`config.mk`:
```
export PLATFORM = sky130hd
export DESIGN_NAME = radio_state_residency_accounting
export DESIGN_NICKNAME = d
export VERILOG_FILES = /design/src/design/rsra_pkg.sv /design/src/design/radio_state_residency_accounting.sv /design/src/design/rsra_trans.sv
export SDC_FILE = /design/constraint.sdc
export NUM_CORES = 2
export LEC_CHECK = 0
export BUFFER_PORTS_ARGS = -buffer_cell sky130_fd_sc_hd__buf_2
export CAP_MARGIN = 20
export CELL_PAD_IN_SITES_DETAIL_PLACEMENT = 1
export CELL_PAD_IN_SITES_GLOBAL_PLACEMENT = 2
export CORE_AREA = 2 2 515 517
export DETAILED_ROUTE_END_ITERATION = 16
export DIE_AREA = 0 0 517 519
export MAX_ROUTING_LAYER = met4
export PLACE_DENSITY_LB_ADDON = 0.1
export SLEW_MARGIN = 20
export SYNTH_ARGS = -nofsm -noshare
export SYNTH_HDL_FRONTEND = slang
export SYNTH_SLANG_ARGS = --single-unit
```
`constraint.sdc`:
```
create_clock -name aclk -period 36.9 [get_ports aclk]
set_clock_uncertainty 0.15 [all_clocks]
set_input_delay 3.69 -clock aclk [delete_from_list [all_inputs] [get_ports aclk]]
set_output_delay 3.69 -clock aclk [all_outputs]
set_load 0.01 [all_outputs]
```
`src/design/rsra_pkg.sv`:
```
`timescale 1ns / 1ps
// ----------------------------------------------------------------------------
// rsra_pkg
// Shared types, codes and constants of the radio state residency accounting
// block: radio states, MAC and PHY codes, counter indices, switch times.
// ----------------------------------------------------------------------------
package rsra_pkg;

    localparam int TIME_W    = 48;
    localparam int NUM_CNT   = 22;
    localparam int CNT_IDX_W = 5;
    localparam int NUM_CFG   = 8;
    localparam int CFG_IDX_W = 4;
    localparam int SW_W      = 16;
    localparam int CALC_W    = 32;

    localparam logic [TIME_W-1:0] TIME_MAX = {TIME_W{1'b1}};

    typedef logic [CNT_IDX_W-1:0] cnt_idx_t;
    typedef logic [SW_W-1:0]      sw_us_t;
    typedef logic [NUM_CFG-1:0][SW_W-1:0] cfg_bank_t;

    // radio energy state, one-hot
    typedef enum logic [3:0] {
        ST_SLEEP = 4'b0001,
        ST_RX    = 4'b0010,
        ST_TX    = 4'b0100,
        ST_IDLE  = 4'b1000
    } radio_st_t;

    localparam logic [1:0] CODE_SLEEP = 2'd0;
    localparam logic [1:0] CODE_RX    = 2'd1;
    localparam logic [1:0] CODE_TX    = 2'd2;
    localparam logic [1:0] CODE_IDLE  = 2'd3;

    localparam logic [1:0] MODE_UPDATE = 2'd0;
    localparam logic [1:0] MODE_CALC   = 2'd1;
    localparam logic [1:0] MODE_READ   = 2'd2;

    localparam logic [3:0] MAC_IDLE     = 4'd1;
    localparam logic [3:0] MAC_BACKOFF  = 4'd2;
    localparam logic [3:0] MAC_CCA      = 4'd3;
    localparam logic [3:0] MAC_TXFRAME  = 4'd4;
    localparam logic [3:0] MAC_WAITACK  = 4'd5;
    localparam logic [3:0] MAC_WAITSIFS = 4'd6;
    localparam logic [3:0] MAC_TXACK    = 4'd7;
    localparam logic [3:0] MAC_KEEP     = 4'd8;

    localparam logic [2:0] PHY_RX    = 3'd0;
    localparam logic [2:0] PHY_TX    = 3'd1;
    localparam logic [2:0] PHY_SLEEP = 3'd2;
    localparam logic [2:0] PHY_KEEP  = 3'd4;

    // configuration register indices
    localparam int CFG_SLEEP_TO_RX   = 0;
    localparam int CFG_SLEEP_TO_IDLE = 1;
    localparam int CFG_RX_TO_TX      = 2;
    localparam int CFG_RX_TO_SLEEP   = 3;
    localparam int CFG_TX_TO_RX      = 4;
    localparam int CFG_TX_TO_SLEEP   = 5;
    localparam int CFG_IDLE_TO_TX    = 6;
    localparam int CFG_IDLE_TO_SLEEP = 7;

    localparam sw_us_t RST_SLEEP_TO_RX   = 16'd0;
    localparam sw_us_t RST_SLEEP_TO_IDLE = 16'd1880;
    localparam sw_us_t RST_RX_TO_TX      = 16'd0;
    localparam sw_us_t RST_RX_TO_SLEEP   = 16'd0;
    localparam sw_us_t RST_TX_TO_RX      = 16'd0;
    localparam sw_us_t RST_TX_TO_SLEEP   = 16'd0;
    localparam sw_us_t RST_IDLE_TO_TX    = 16'd192;
    localparam sw_us_t RST_IDLE_TO_SLEEP = 16'd940;

    localparam sw_us_t TX_TO_IDLE_US     = 16'd192;
    localparam sw_us_t RX_IDLE_SWITCH_US = 16'd0;

    // counter indices
    localparam cnt_idx_t CNT_SLEEP         = 5'd0;
    localparam cnt_idx_t CNT_TX            = 5'd1;
    localparam cnt_idx_t CNT_RX            = 5'd2;
    localparam cnt_idx_t CNT_IDLE          = 5'd3;
    localparam cnt_idx_t CNT_CCA           = 5'd4;
    localparam cnt_idx_t CNT_BACKOFF       = 5'd5;
    localparam cnt_idx_t CNT_RX_TO_SLEEP   = 5'd6;
    localparam cnt_idx_t CNT_RX_TO_TX      = 5'd7;
    localparam cnt_idx_t CNT_RX_TO_IDLE    = 5'd8;
    localparam cnt_idx_t CNT_SLEEP_TO_RX   = 5'd9;
    localparam cnt_idx_t CNT_SLEEP_TO_IDLE = 5'd10;
    localparam cnt_idx_t CNT_TX_TO_SLEEP   = 5'd11;
    localparam cnt_idx_t CNT_TX_TO_RX      = 5'd12;
    localparam cnt_idx_t CNT_TX_TO_IDLE    = 5'd13;
    localparam cnt_idx_t CNT_IDLE_TO_RX    = 5'd14;
    localparam cnt_idx_t CNT_IDLE_TO_TX    = 5'd15;
    localparam cnt_idx_t CNT_IDLE_TO_SLEEP = 5'd16;
    localparam cnt_idx_t CNT_CALC          = 5'd17;
    localparam cnt_idx_t CNT_MCU_ON        = 5'd18;
    localparam cnt_idx_t CNT_MCU_OFF       = 5'd19;
    localparam cnt_idx_t CNT_MCU_ON_SLEEP  = 5'd20;
    localparam cnt_idx_t CNT_MCU_SLEEP_ON  = 5'd21;

    // result of the transition decode
    typedef struct packed {
        radio_st_t next_st;
        logic      changed;
        logic      credit_sw;
        cnt_idx_t  sw_cnt;
        cnt_idx_t  mcu_cnt;
        sw_us_t    sw_us;
    } trans_t;

    function automatic logic [1:0] st_code(input radio_st_t st);
        logic [1:0] code;
        code = CODE_RX;
        unique case (st)
            ST_SLEEP: code = CODE_SLEEP;
            ST_RX:    code = CODE_RX;
            ST_TX:    code = CODE_TX;
            ST_IDLE:  code = CODE_IDLE;
            default:  code = CODE_RX;
        endcase
        return code;
    endfunction

endpackage

```
`src/design/radio_state_residency_accounting.sv`:
```
`timescale 1ns / 1ps
// ----------------------------------------------------------------------------
// radio_state_residency_accounting
// Tracks the radio energy state and accumulates residency, transition and
// MCU time counters; serves calculating-time credits and counter reads.
// ----------------------------------------------------------------------------
//  channel   ports            direction  carries
//  s_        valid/ready      in         request: mode, time, MAC/PHY, amount
//  m_        valid/ready      out        state, resume stamp, counter value
//  cfg_      valid/ready      in         switch time register writes
//
//  One request per cycle sustained while the result is taken; a request passes
//  the input register, then the result register. The rate is set by the update
//  of the 22-counter bank and the stored stamp, done as one pass per request.
//  Synchronous active-low reset restores switch times, state and counters.
//  A stalled result holds; a new request is still taken into the input
//  register while the result waits, but only if that register is empty.
// ----------------------------------------------------------------------------
module radio_state_residency_accounting (
    input  logic                        aclk,
    input  logic                        aresetn,

    input  logic                        s_valid,
    output logic                        s_ready,
    input  logic [1:0]                  s_mode,
    input  logic [rsra_pkg::TIME_W-1:0] s_now_us,
    input  logic                        s_transmitting,
    input  logic [3:0]                  s_mac_state,
    input  logic [2:0]                  s_phy_state,
    input  logic [rsra_pkg::CALC_W-1:0] s_calc_amount_us,
    input  logic [4:0]                  s_counter_index,

    output logic                        m_valid,
    input  logic                        m_ready,
    output logic [1:0]                  m_radio_state,
    output logic [rsra_pkg::TIME_W-1:0] m_resume_stamp_us,
    output logic [rsra_pkg::TIME_W-1:0] m_counter_value,

    input  logic                           cfg_valid,
    output logic                           cfg_ready,
    input  logic [rsra_pkg::CFG_IDX_W-1:0] cfg_index,
    input  logic [rsra_pkg::SW_W-1:0]      cfg_data
);

    localparam int TW = rsra_pkg::TIME_W;

    // input register
    logic                        in_valid_reg;
    logic [1:0]                  mode_reg;
    logic [TW-1:0]               now_reg;
    logic                        tx_reg;
    logic [3:0]                  mac_reg;
    logic [2:0]                  phy_reg;
    logic [rsra_pkg::CALC_W-1:0] calc_reg;
    rsra_pkg::cnt_idx_t          idx_reg;

    // block state
    rsra_pkg::cfg_bank_t  cfg_reg;
    rsra_pkg::radio_st_t  st_reg;
    rsra_pkg::radio_st_t  st_next;
    logic [3:0]           last_mac_reg;
    logic [3:0]           last_mac_next;
    logic [2:0]           last_phy_reg;
    logic [2:0]           last_phy_next;
    logic [TW-1:0]        stamp_reg;
    logic [TW-1:0]        stamp_next;
    logic [TW-1:0]        cnt_reg  [rsra_pkg::NUM_CNT];
    logic [TW-1:0]        cnt_next [rsra_pkg::NUM_CNT];

    // result register
    logic                 m_valid_reg;
    logic [1:0]           radio_state_reg;
    logic [TW-1:0]        resume_reg;
    logic [TW-1:0]        value_reg;
    logic [TW-1:0]        value_next;

    logic                 advance;
    logic [3:0]           mac_eff;
    logic [2:0]           phy_eff;
    logic [TW-1:0]        elapsed;
    logic [TW:0]          stamp_sum;
    rsra_pkg::trans_t     trans;
    rsra_pkg::cnt_idx_t   el_cnt;
    rsra_pkg::cnt_idx_t   mcu_el_cnt;
    rsra_pkg::cnt_idx_t   sub_cnt;
    logic [TW:0]          add_amt [rsra_pkg::NUM_CNT];
    logic [TW+1:0]        cnt_sum [rsra_pkg::NUM_CNT];
    logic [TW-1:0]        calc_ext;

    assign advance   = in_valid_reg && (!m_valid_reg || m_ready);
    assign s_ready   = !in_valid_reg || advance;
    assign cfg_ready = 1'b1;

    assign m_valid           = m_valid_reg;
    assign m_radio_state     = radio_state_reg;
    assign m_resume_stamp_us = resume_reg;
    assign m_counter_value   = value_reg;

    assign mac_eff  = (mac_reg == rsra_pkg::MAC_KEEP) ? last_mac_reg : mac_reg;
    assign phy_eff  = (phy_reg == rsra_pkg::PHY_KEEP) ? last_phy_reg : phy_reg;
    assign elapsed  = (now_reg >= stamp_reg) ? (now_reg - stamp_reg) : '0;
    assign calc_ext = TW'(calc_reg);

    rsra_trans u_trans (
        .prev_st      (st_reg),
        .transmitting (tx_reg),
        .mac_state    (mac_eff),
        .phy_state    (phy_eff),
        .cfg          (cfg_reg),
        .trans        (trans)
    );

    // counters credited with the elapsed residency
    always_comb begin
        el_cnt     = rsra_pkg::CNT_RX;
        mcu_el_cnt = rsra_pkg::CNT_MCU_ON;
        unique case (st_reg)
            rsra_pkg::ST_SLEEP: begin
                el_cnt     = rsra_pkg::CNT_SLEEP;
                mcu_el_cnt = rsra_pkg::CNT_MCU_OFF;
            end
            rsra_pkg::ST_RX: begin
                el_cnt = (last_mac_reg == rsra_pkg::MAC_CCA) ?
                         rsra_pkg::CNT_CCA : rsra_pkg::CNT_RX;
            end
            rsra_pkg::ST_TX: begin
                el_cnt = rsra_pkg::CNT_TX;
            end
            rsra_pkg::ST_IDLE: begin
                el_cnt = (last_mac_reg == rsra_pkg::MAC_BACKOFF) ?
                         rsra_pkg::CNT_BACKOFF : rsra_pkg::CNT_IDLE;
            end
            default: el_cnt = rsra_pkg::CNT_RX;
        endcase
    end

    assign sub_cnt   = (st_reg == rsra_pkg::ST_SLEEP) ?
                       rsra_pkg::CNT_MCU_ON_SLEEP : rsra_pkg::CNT_MCU_ON;
    assign stamp_sum = {1'b0, now_reg} + (TW + 1)'(trans.sw_us);

    always_comb begin
        st_next       = st_reg;
        last_mac_next = last_mac_reg;
        last_phy_next = last_phy_reg;
        stamp_next    = stamp_reg;
        value_next    = '0;
        for (int i = 0; i < rsra_pkg::NUM_CNT; i++) begin
            add_amt[i]  = '0;
            cnt_sum[i]  = '0;
            cnt_next[i] = cnt_reg[i];
        end
        case (mode_reg)
            rsra_pkg::MODE_UPDATE: begin
                st_next       = trans.next_st;
                last_mac_next = mac_eff;
                last_phy_next = phy_eff;
                if (!trans.changed) begin
                    stamp_next = now_reg;
                end else begin
                    stamp_next = stamp_sum[TW] ? rsra_pkg::TIME_MAX : stamp_sum[TW-1:0];
                end
                for (int i = 0; i < rsra_pkg::NUM_CNT; i++) begin
                    if (rsra_pkg::cnt_idx_t'(i) == el_cnt
                        || rsra_pkg::cnt_idx_t'(i) == mcu_el_cnt) begin
                        add_amt[i] = {1'b0, elapsed};
                    end
                    if (trans.credit_sw && (rsra_pkg::cnt_idx_t'(i) == trans.sw_cnt
                        || rsra_pkg::cnt_idx_t'(i) == trans.mcu_cnt)) begin
                        add_amt[i] = add_amt[i] + (TW + 1)'(trans.sw_us);
                    end
                    cnt_sum[i]  = {2'b00, cnt_reg[i]} + {1'b0, add_amt[i]};
                    cnt_next[i] = (cnt_sum[i][TW+1:TW] != 2'b00) ?
                                  rsra_pkg::TIME_MAX : cnt_sum[i][TW-1:0];
                end
            end
            rsra_pkg::MODE_CALC: begin
                for (int i = 0; i < rsra_pkg::NUM_CNT; i++) begin
                    if (rsra_pkg::cnt_idx_t'(i) == rsra_pkg::CNT_CALC) begin
                        cnt_sum[i]  = {2'b00, cnt_reg[i]} + {2'b00, calc_ext};
                        cnt_next[i] = (cnt_sum[i][TW+1:TW] != 2'b00) ?
                                      rsra_pkg::TIME_MAX : cnt_sum[i][TW-1:0];
                    end else if (rsra_pkg::cnt_idx_t'(i) == sub_cnt) begin
                        cnt_next[i] = (cnt_reg[i] > calc_ext) ? (cnt_reg[i] - calc_ext) : '0;
                    end
                end
            end
            rsra_pkg::MODE_READ: begin
                if (idx_reg < rsra_pkg::cnt_idx_t'(rsra_pkg::NUM_CNT)) begin
                    value_next = cnt_reg[idx_reg];
                end
            end
            default: value_next = '0;
        endcase
    end

    always_ff @(posedge aclk) begin
        if (!aresetn) begin
            cfg_reg[rsra_pkg::CFG_SLEEP_TO_RX]   <= rsra_pkg::RST_SLEEP_TO_RX;
            cfg_reg[rsra_pkg::CFG_SLEEP_TO_IDLE] <= rsra_pkg::RST_SLEEP_TO_IDLE;
            cfg_reg[rsra_pkg::CFG_RX_TO_TX]      <= rsra_pkg::RST_RX_TO_TX;
            cfg_reg[rsra_pkg::CFG_RX_TO_SLEEP]   <= rsra_pkg::RST_RX_TO_SLEEP;
            cfg_reg[rsra_pkg::CFG_TX_TO_RX]      <= rsra_pkg::RST_TX_TO_RX;
            cfg_reg[rsra_pkg::CFG_TX_TO_SLEEP]   <= rsra_pkg::RST_TX_TO_SLEEP;
            cfg_reg[rsra_pkg::CFG_IDLE_TO_TX]    <= rsra_pkg::RST_IDLE_TO_TX;
            cfg_reg[rsra_pkg::CFG_IDLE_TO_SLEEP] <= rsra_pkg::RST_IDLE_TO_SLEEP;
        end else if (cfg_valid && cfg_ready
                     && cfg_index < rsra_pkg::CFG_IDX_W'(rsra_pkg::NUM_CFG)) begin
            cfg_reg[cfg_index[$clog2(rsra_pkg::NUM_CFG)-1:0]] <= cfg_data;
        end
    end

    always_ff @(posedge aclk) begin
        if (!aresetn) begin
            in_valid_reg <= 1'b0;
        end else if (s_ready) begin
            in_valid_reg <= s_valid;
        end
    end

    always_ff @(posedge aclk) begin
        if (s_valid && s_ready) begin
            mode_reg <= s_mode;
            now_reg  <= s_now_us;
            tx_reg   <= s_transmitting;
            mac_reg  <= s_mac_state;
            phy_reg  <= s_phy_state;
            calc_reg <= s_calc_amount_us;
            idx_reg  <= s_counter_index;
        end
    end

    always_ff @(posedge aclk) begin
        if (!aresetn) begin
            st_reg       <= rsra_pkg::ST_RX;
            last_mac_reg <= rsra_pkg::MAC_IDLE;
            last_phy_reg <= rsra_pkg::PHY_RX;
            stamp_reg    <= '0;
            for (int i = 0; i < rsra_pkg::NUM_CNT; i++) begin
                cnt_reg[i] <= '0;
            end
        end else if (advance) begin
            st_reg       <= st_next;
            last_mac_reg <= last_mac_next;
            last_phy_reg <= last_phy_next;
            stamp_reg    <= stamp_next;
            for (int i = 0; i < rsra_pkg::NUM_CNT; i++) begin
                cnt_reg[i] <= cnt_next[i];
            end
        end
    end

    always_ff @(posedge aclk) begin
        if (!aresetn) begin
            m_valid_reg <= 1'b0;
        end else if (advance) begin
            m_valid_reg <= 1'b1;
        end else if (m_ready) begin
            m_valid_reg <= 1'b0;
        end
    end

    always_ff @(posedge aclk) begin
        if (advance) begin
            radio_state_reg <= rsra_pkg::st_code(st_next);
            resume_reg      <= stamp_next;
            value_reg       <= value_next;
        end
    end

endmodule

```
`src/design/rsra_trans.sv`:
```
`timescale 1ns / 1ps
// ----------------------------------------------------------------------------
// rsra_trans
// Next radio state from the transition rules, and the switch time and
// counters charged for a state change.
// ----------------------------------------------------------------------------
module rsra_trans (
    input  rsra_pkg::radio_st_t prev_st,
    input  logic                transmitting,
    input  logic [3:0]          mac_state,
    input  logic [2:0]          phy_state,
    input  rsra_pkg::cfg_bank_t cfg,
    output rsra_pkg::trans_t    trans
);

    logic idle_rx;
    logic back_rx;
    logic sifs_tx;
    rsra_pkg::radio_st_t nxt;

    assign idle_rx = (mac_state == rsra_pkg::MAC_IDLE) && (phy_state == rsra_pkg::PHY_RX);
    assign back_rx = (mac_state == rsra_pkg::MAC_BACKOFF) && (phy_state == rsra_pkg::PHY_RX);
    assign sifs_tx = (mac_state == rsra_pkg::MAC_WAITSIFS) && (phy_state == rsra_pkg::PHY_TX);

    always_comb begin
        nxt = prev_st;
        unique case (prev_st)
            rsra_pkg::ST_SLEEP: begin
                if (phy_state == rsra_pkg::PHY_RX) begin
                    nxt = transmitting ? rsra_pkg::ST_IDLE : rsra_pkg::ST_RX;
                end else if (phy_state == rsra_pkg::PHY_SLEEP) begin
                    nxt = rsra_pkg::ST_SLEEP;
                end
            end
            rsra_pkg::ST_RX: begin
                if (phy_state == rsra_pkg::PHY_SLEEP) begin
                    nxt = rsra_pkg::ST_SLEEP;
                end else if (!transmitting && idle_rx) begin
                    nxt = rsra_pkg::ST_RX;
                end else if (transmitting && (back_rx || sifs_tx || idle_rx)) begin
                    nxt = rsra_pkg::ST_IDLE;
                end else if (transmitting && mac_state == rsra_pkg::MAC_TXFRAME
                             && phy_state == rsra_pkg::PHY_TX) begin
                    nxt = rsra_pkg::ST_TX;
                end
            end
            rsra_pkg::ST_TX: begin
                if (phy_state == rsra_pkg::PHY_SLEEP) begin
                    nxt = rsra_pkg::ST_SLEEP;
                end else if (!transmitting && mac_state == rsra_pkg::MAC_WAITACK
                             && phy_state == rsra_pkg::PHY_RX) begin
                    nxt = rsra_pkg::ST_RX;
                end else if (transmitting && (idle_rx || back_rx)) begin
                    nxt = rsra_pkg::ST_IDLE;
                end
            end
            rsra_pkg::ST_IDLE: begin
                if (phy_state == rsra_pkg::PHY_SLEEP) begin
                    nxt = rsra_pkg::ST_SLEEP;
                end else if (!transmitting && idle_rx) begin
                    nxt = rsra_pkg::ST_RX;
                end else if (transmitting && (back_rx || sifs_tx || idle_rx)) begin
                    nxt = rsra_pkg::ST_IDLE;
                end else if (transmitting && mac_state == rsra_pkg::MAC_TXACK
                             && phy_state == rsra_pkg::PHY_TX) begin
                    nxt = rsra_pkg::ST_TX;
                end else if (transmitting && mac_state == rsra_pkg::MAC_CCA
                             && phy_state == rsra_pkg::PHY_RX) begin
                    nxt = rsra_pkg::ST_RX;
                end
            end
            default: nxt = prev_st;
        endcase
    end

    always_comb begin
        trans.next_st   = nxt;
        trans.changed   = (nxt != prev_st);
        trans.credit_sw = trans.changed;
        trans.sw_cnt    = rsra_pkg::CNT_SLEEP;
        trans.mcu_cnt   = rsra_pkg::CNT_MCU_ON;
        trans.sw_us     = '0;
        unique case ({prev_st, nxt})
            {rsra_pkg::ST_RX, rsra_pkg::ST_SLEEP}: begin
                trans.sw_cnt  = rsra_pkg::CNT_RX_TO_SLEEP;
                trans.sw_us   = cfg[rsra_pkg::CFG_RX_TO_SLEEP];
                trans.mcu_cnt = rsra_pkg::CNT_MCU_ON_SLEEP;
            end
            {rsra_pkg::ST_TX, rsra_pkg::ST_SLEEP}: begin
                trans.sw_cnt  = rsra_pkg::CNT_TX_TO_SLEEP;
                trans.sw_us   = cfg[rsra_pkg::CFG_TX_TO_SLEEP];
                trans.mcu_cnt = rsra_pkg::CNT_MCU_ON_SLEEP;
            end
            {rsra_pkg::ST_IDLE, rsra_pkg::ST_SLEEP}: begin
                trans.sw_cnt  = rsra_pkg::CNT_IDLE_TO_SLEEP;
                trans.sw_us   = cfg[rsra_pkg::CFG_IDLE_TO_SLEEP];
                trans.mcu_cnt = rsra_pkg::CNT_MCU_ON_SLEEP;
            end
            {rsra_pkg::ST_SLEEP, rsra_pkg::ST_RX}: begin
                trans.sw_cnt  = rsra_pkg::CNT_SLEEP_TO_RX;
                trans.sw_us   = cfg[rsra_pkg::CFG_SLEEP_TO_RX];
                trans.mcu_cnt = rsra_pkg::CNT_MCU_SLEEP_ON;
            end
            {rsra_pkg::ST_TX, rsra_pkg::ST_RX}: begin
                trans.sw_cnt = rsra_pkg::CNT_TX_TO_RX;
                trans.sw_us  = cfg[rsra_pkg::CFG_TX_TO_RX];
            end
            {rsra_pkg::ST_IDLE, rsra_pkg::ST_RX}: begin
                trans.sw_cnt = rsra_pkg::CNT_IDLE_TO_RX;
                trans.sw_us  = rsra_pkg::RX_IDLE_SWITCH_US;
            end
            {rsra_pkg::ST_RX, rsra_pkg::ST_TX}: begin
                trans.sw_cnt = rsra_pkg::CNT_RX_TO_TX;
                trans.sw_us  = cfg[rsra_pkg::CFG_RX_TO_TX];
            end
            {rsra_pkg::ST_IDLE, rsra_pkg::ST_TX}: begin
                trans.sw_cnt = rsra_pkg::CNT_IDLE_TO_TX;
                trans.sw_us  = cfg[rsra_pkg::CFG_IDLE_TO_TX];
            end
            {rsra_pkg::ST_SLEEP, rsra_pkg::ST_IDLE}: begin
                trans.sw_cnt  = rsra_pkg::CNT_SLEEP_TO_IDLE;
                trans.sw_us   = cfg[rsra_pkg::CFG_SLEEP_TO_IDLE];
                trans.mcu_cnt = rsra_pkg::CNT_MCU_SLEEP_ON;
            end
            {rsra_pkg::ST_TX, rsra_pkg::ST_IDLE}: begin
                trans.sw_cnt = rsra_pkg::CNT_TX_TO_IDLE;
                trans.sw_us  = rsra_pkg::TX_TO_IDLE_US;
            end
            {rsra_pkg::ST_RX, rsra_pkg::ST_IDLE}: begin
                trans.sw_cnt = rsra_pkg::CNT_RX_TO_IDLE;
                trans.sw_us  = rsra_pkg::RX_IDLE_SWITCH_US;
            end
            default: begin
                // no state change, or sleep to transmit: nothing charged
                trans.credit_sw = 1'b0;
            end
        endcase
    end

endmodule
```
==> qor.csv <==
metric,value,unit
status,"complete, but fails checks",
failing checks,max-slew violations,
Rows,189,
maximum fanout along the worst path,48,
crit path kind,register to register,
first drt pass iteration count,6,
maxcap violations,0,
detailed placement HPWL,400000,um
postcts setup bufs,0,
Fin. Hold Viols,0,
Worst EP required,37370,ps
switching power,1.88,mW
placer congestion estimate,1.07,
Crit path arrival time,12470,ps
number of non-filler instances in the completed layout,16900,
top cell type's share of synthesized area,31.9,%
"Area growth, synth to finish",9.79,%
CP most frequent cell,a21oi_1,
clock power share,34.9,%
largest net degree at the start of global routing,140,
# clock sinks,1438,
nets,14200,
Syn Inst Count,13000,
first-pass GRT wire length,748000,um
sequential cell area,0.0413,mm2
TritonCTS Buffers,189,
total gr overflow,0,
top post-synthesis cells by area,"edfxtp_1 32%, ha_1 9.6%, a21oi_1 6.1%",
unrepaired setup endpoints after global routing,no,
Hold WC Path Type,register to register,
fillers,30400,
CTS Hold Bufs,0,
critical path capture point type,register,
max reg flops,1056,
CTS tree,built,
slowest CP cell,nand3_2,
initial antenna violation count,60,
total negative setup slack,0,ps
detailed-route wire length per cell,30.7,um
VDD IR max,0.0000541,V
YS warnings,0,
CP Launch Type,register,
max-slew violations,84,
"area leader, netlist",edfxtp_1,
worst r2r path cells,40,
most common cell in the netlist,a21oi_1,
htree depth,4,
total global-route track usage,38.5,%
CTS resizes,0,
hold-critical path depth,2,
"EDFF count, synth",1249,
IO Pins,221,
main combinational cell family by area after synthesis,compound AO/OA/AOI/OAI gates,
Hold EP,cfg_reg[10]$_SDFFE_PN0P_,
clk_lat worst skew,910,ps
clock buffer depth,4,
vias in the first global route,109000,
CTS Root Cell,clkbuf_16,
Rel. slew slack,-36.0,%
r2r endpoint,cnt_reg[18][1]$_SDFFCE_PN0P_,
placed insts,16500,
layout cell share with drive strength beyond 1,7.99,%
Synth Cell Area,0.118,mm2
die width,517,um
post-route design area,0.129,mm2
synthesized-area fraction occupied by adder cells,10.1,%
Highest Clock Rate,83.3,MHz
LEAKAGE,52.6,nW
Routed WL,517000,um
die height,519,um
DP Area,0.123,mm2
Reg power frac,38.3,%
complex-gate fraction of the synthesized area,22.5,%
Yosys reg bits,1438,
xor and xnor area share after synthesis,8.25,%
register area share after synthesis,35.1,%
multiplexer area fraction after synthesis,5.04,%
asr flop ratio synth,0,%
P_int,3.43,mW
Slew @ Worst Pin,2040,ps
Vias/cell,6.45,
die area,0.268,mm2
Comb power frac,26.8,%
initial core utilization,44.7,%
final cycle utilization of the critical path,32.5,%
min-delay src,cfg_reg[10]$_SDFFE_PN0P_,
pwr dens,41.1,mW/mm2
Net Sw Frac,35.4,%
Synth cell types,102,
Starting DRT DRC Count,10800,
multi-input logic area,0.0730,mm2
Clock transition at path regs,70,ps
Post-route DRC,0,
Synth Flop Type,edfxtp_1,
worst r2r src,now_reg[0]$_DFFE_PP_,
simple-gate share of the synthesized area,15.3,%
CORE AREA,0.263,mm2
Critical Path Max Stage Delay,730,ps
minimum clock period,12000,ps
r2r setup slk,24900,ps
synth cell count leaders,"1436 x a21oi_1, 1249 x edfxtp_1, 1073 x nand2_1, 1014 x nor2_1, 963 x o21ai_0",
Post-Syn Area per Cell,9.03,um2
antenna-violating nets left,0,
count of final setup violators,0,
vias after detailed routing,109000,
PortBufs,219,
[kinds of logic after synthesis]
logic type                 Yosys count
and+or+nand+nor                   3765
adders and majority gates          931
buffers and inverters             1155
DFF                               1438
AOI/OAI and AO/OA                 4231
xor gates and xnor gates          1109
other                                2
muxes                              407
[through the flow]
stage          util, %  total power [mW]  setup slack (ps)  hold WS [ps]
6_report          49.0              5.31             24900           315
5_1_grt           49.0              5.49             24320           342
4_1_cts           49.0              5.29             25260           314
3_5_place_dp      46.8              3.44             25380           302
3_3_place_gp      46.8              3.41             25580           295
2_1_floorplan        -              2.96             12080           282
[power by group through the flow]
stage | combinational (mW) | sequential (mW) | clock, mW
6_report | 1.42 | 2.04 | 1.86
5_1_grt | 1.52 | 2.05 | 1.92
4_1_cts | 1.38 | 2.03 | 1.87
3_5_place_dp | 1.37 | 2.07 | 0
3_3_place_gp | 1.35 | 2.06 | 0
2_1_floorplan | 0.918 | 2.04 | 0
[layout make-up]
class	instances	area share, %
Multi-Input combinational cell	10600	56.5
Antenna cell	30	0.0581
Timing Repair Buffer	428	2.09
Tap cell	3533	3.42
Sequential cell	1438	32.0
Clock inverter	104	0.630
Inverter	489	1.42
Clock buffer	242	3.90
[worst max-delay path by stage]
stage	start	to
2_1_floorplan	m_ready	cnt_reg[0][0]$_SDFFCE_PN0P_
3_3_place_gp	now_reg[0]$_DFFE_PP_	cnt_reg[18][1]$_SDFFCE_PN0P_
3_5_place_dp	now_reg[0]$_DFFE_PP_	cnt_reg[18][1]$_SDFFCE_PN0P_
4_1_cts	now_reg[0]$_DFFE_PP_	cnt_reg[18][1]$_SDFFCE_PN0P_
5_1_grt	now_reg[0]$_DFFE_PP_	cnt_reg[18][25]$_SDFFCE_PN0P_
6_report	now_reg[0]$_DFFE_PP_	cnt_reg[18][1]$_SDFFCE_PN0P_
[routing by layer]
metal	GRT usage, %	vias up	routed length (um)
met2	56.1	4042	223000
met4	20.3	0	32200
met5	-	-	0
met1	51.0	55200	221000
li1	-	48600	-
met3	6.60	892	40500
[worst max-delay path, delay by kind of cell, from the launching register on]
family	cells	cell delay (ps)
AO/OA/AOI/OAI	23	6760
XOR/XNOR	1	170
adder cells (fa/ha/maj)	4	1120
buffers and inverters	5	1040
flip-flops	1	390
multiplexers	1	120
AND/OR/NAND/NOR	6	1870
[cell usage in the layout (no fill, tap or decap), types with 68 or more instances in the layout]
master     netlist  final
ha_1           903    903
a21boi_0       181    181
conb_1           2    155
buf_4            3    205
or3_1           92     92
a21oi_1       1436   1430
o21ai_0        963    935
inv_1          488    486
o21bai_1       126    125
mux2i_1        217    213
o21a_1          97     96
mux4_2         144    144
xnor2_1        680    680
nand3_1        340    339
xor2_1         429    429
nand4_1        135    135
a211oi_1       116    115
a21o_1         469    469
nand2b_1       146    146
nor2_1        1014   1010
and3_1         244    244
nand2_1       1073   1067
a31oi_1        138    137
buf_2            7    219
dfxtp_1        189    189
a221o_1         68     68
a221oi_1       139    139
edfxtp_1      1249   1249
nor3_1         205    199
clkbuf_16        0    192
and2_1         113    111
nor2b_1        118    117
(Power assumes the default switching activity.)
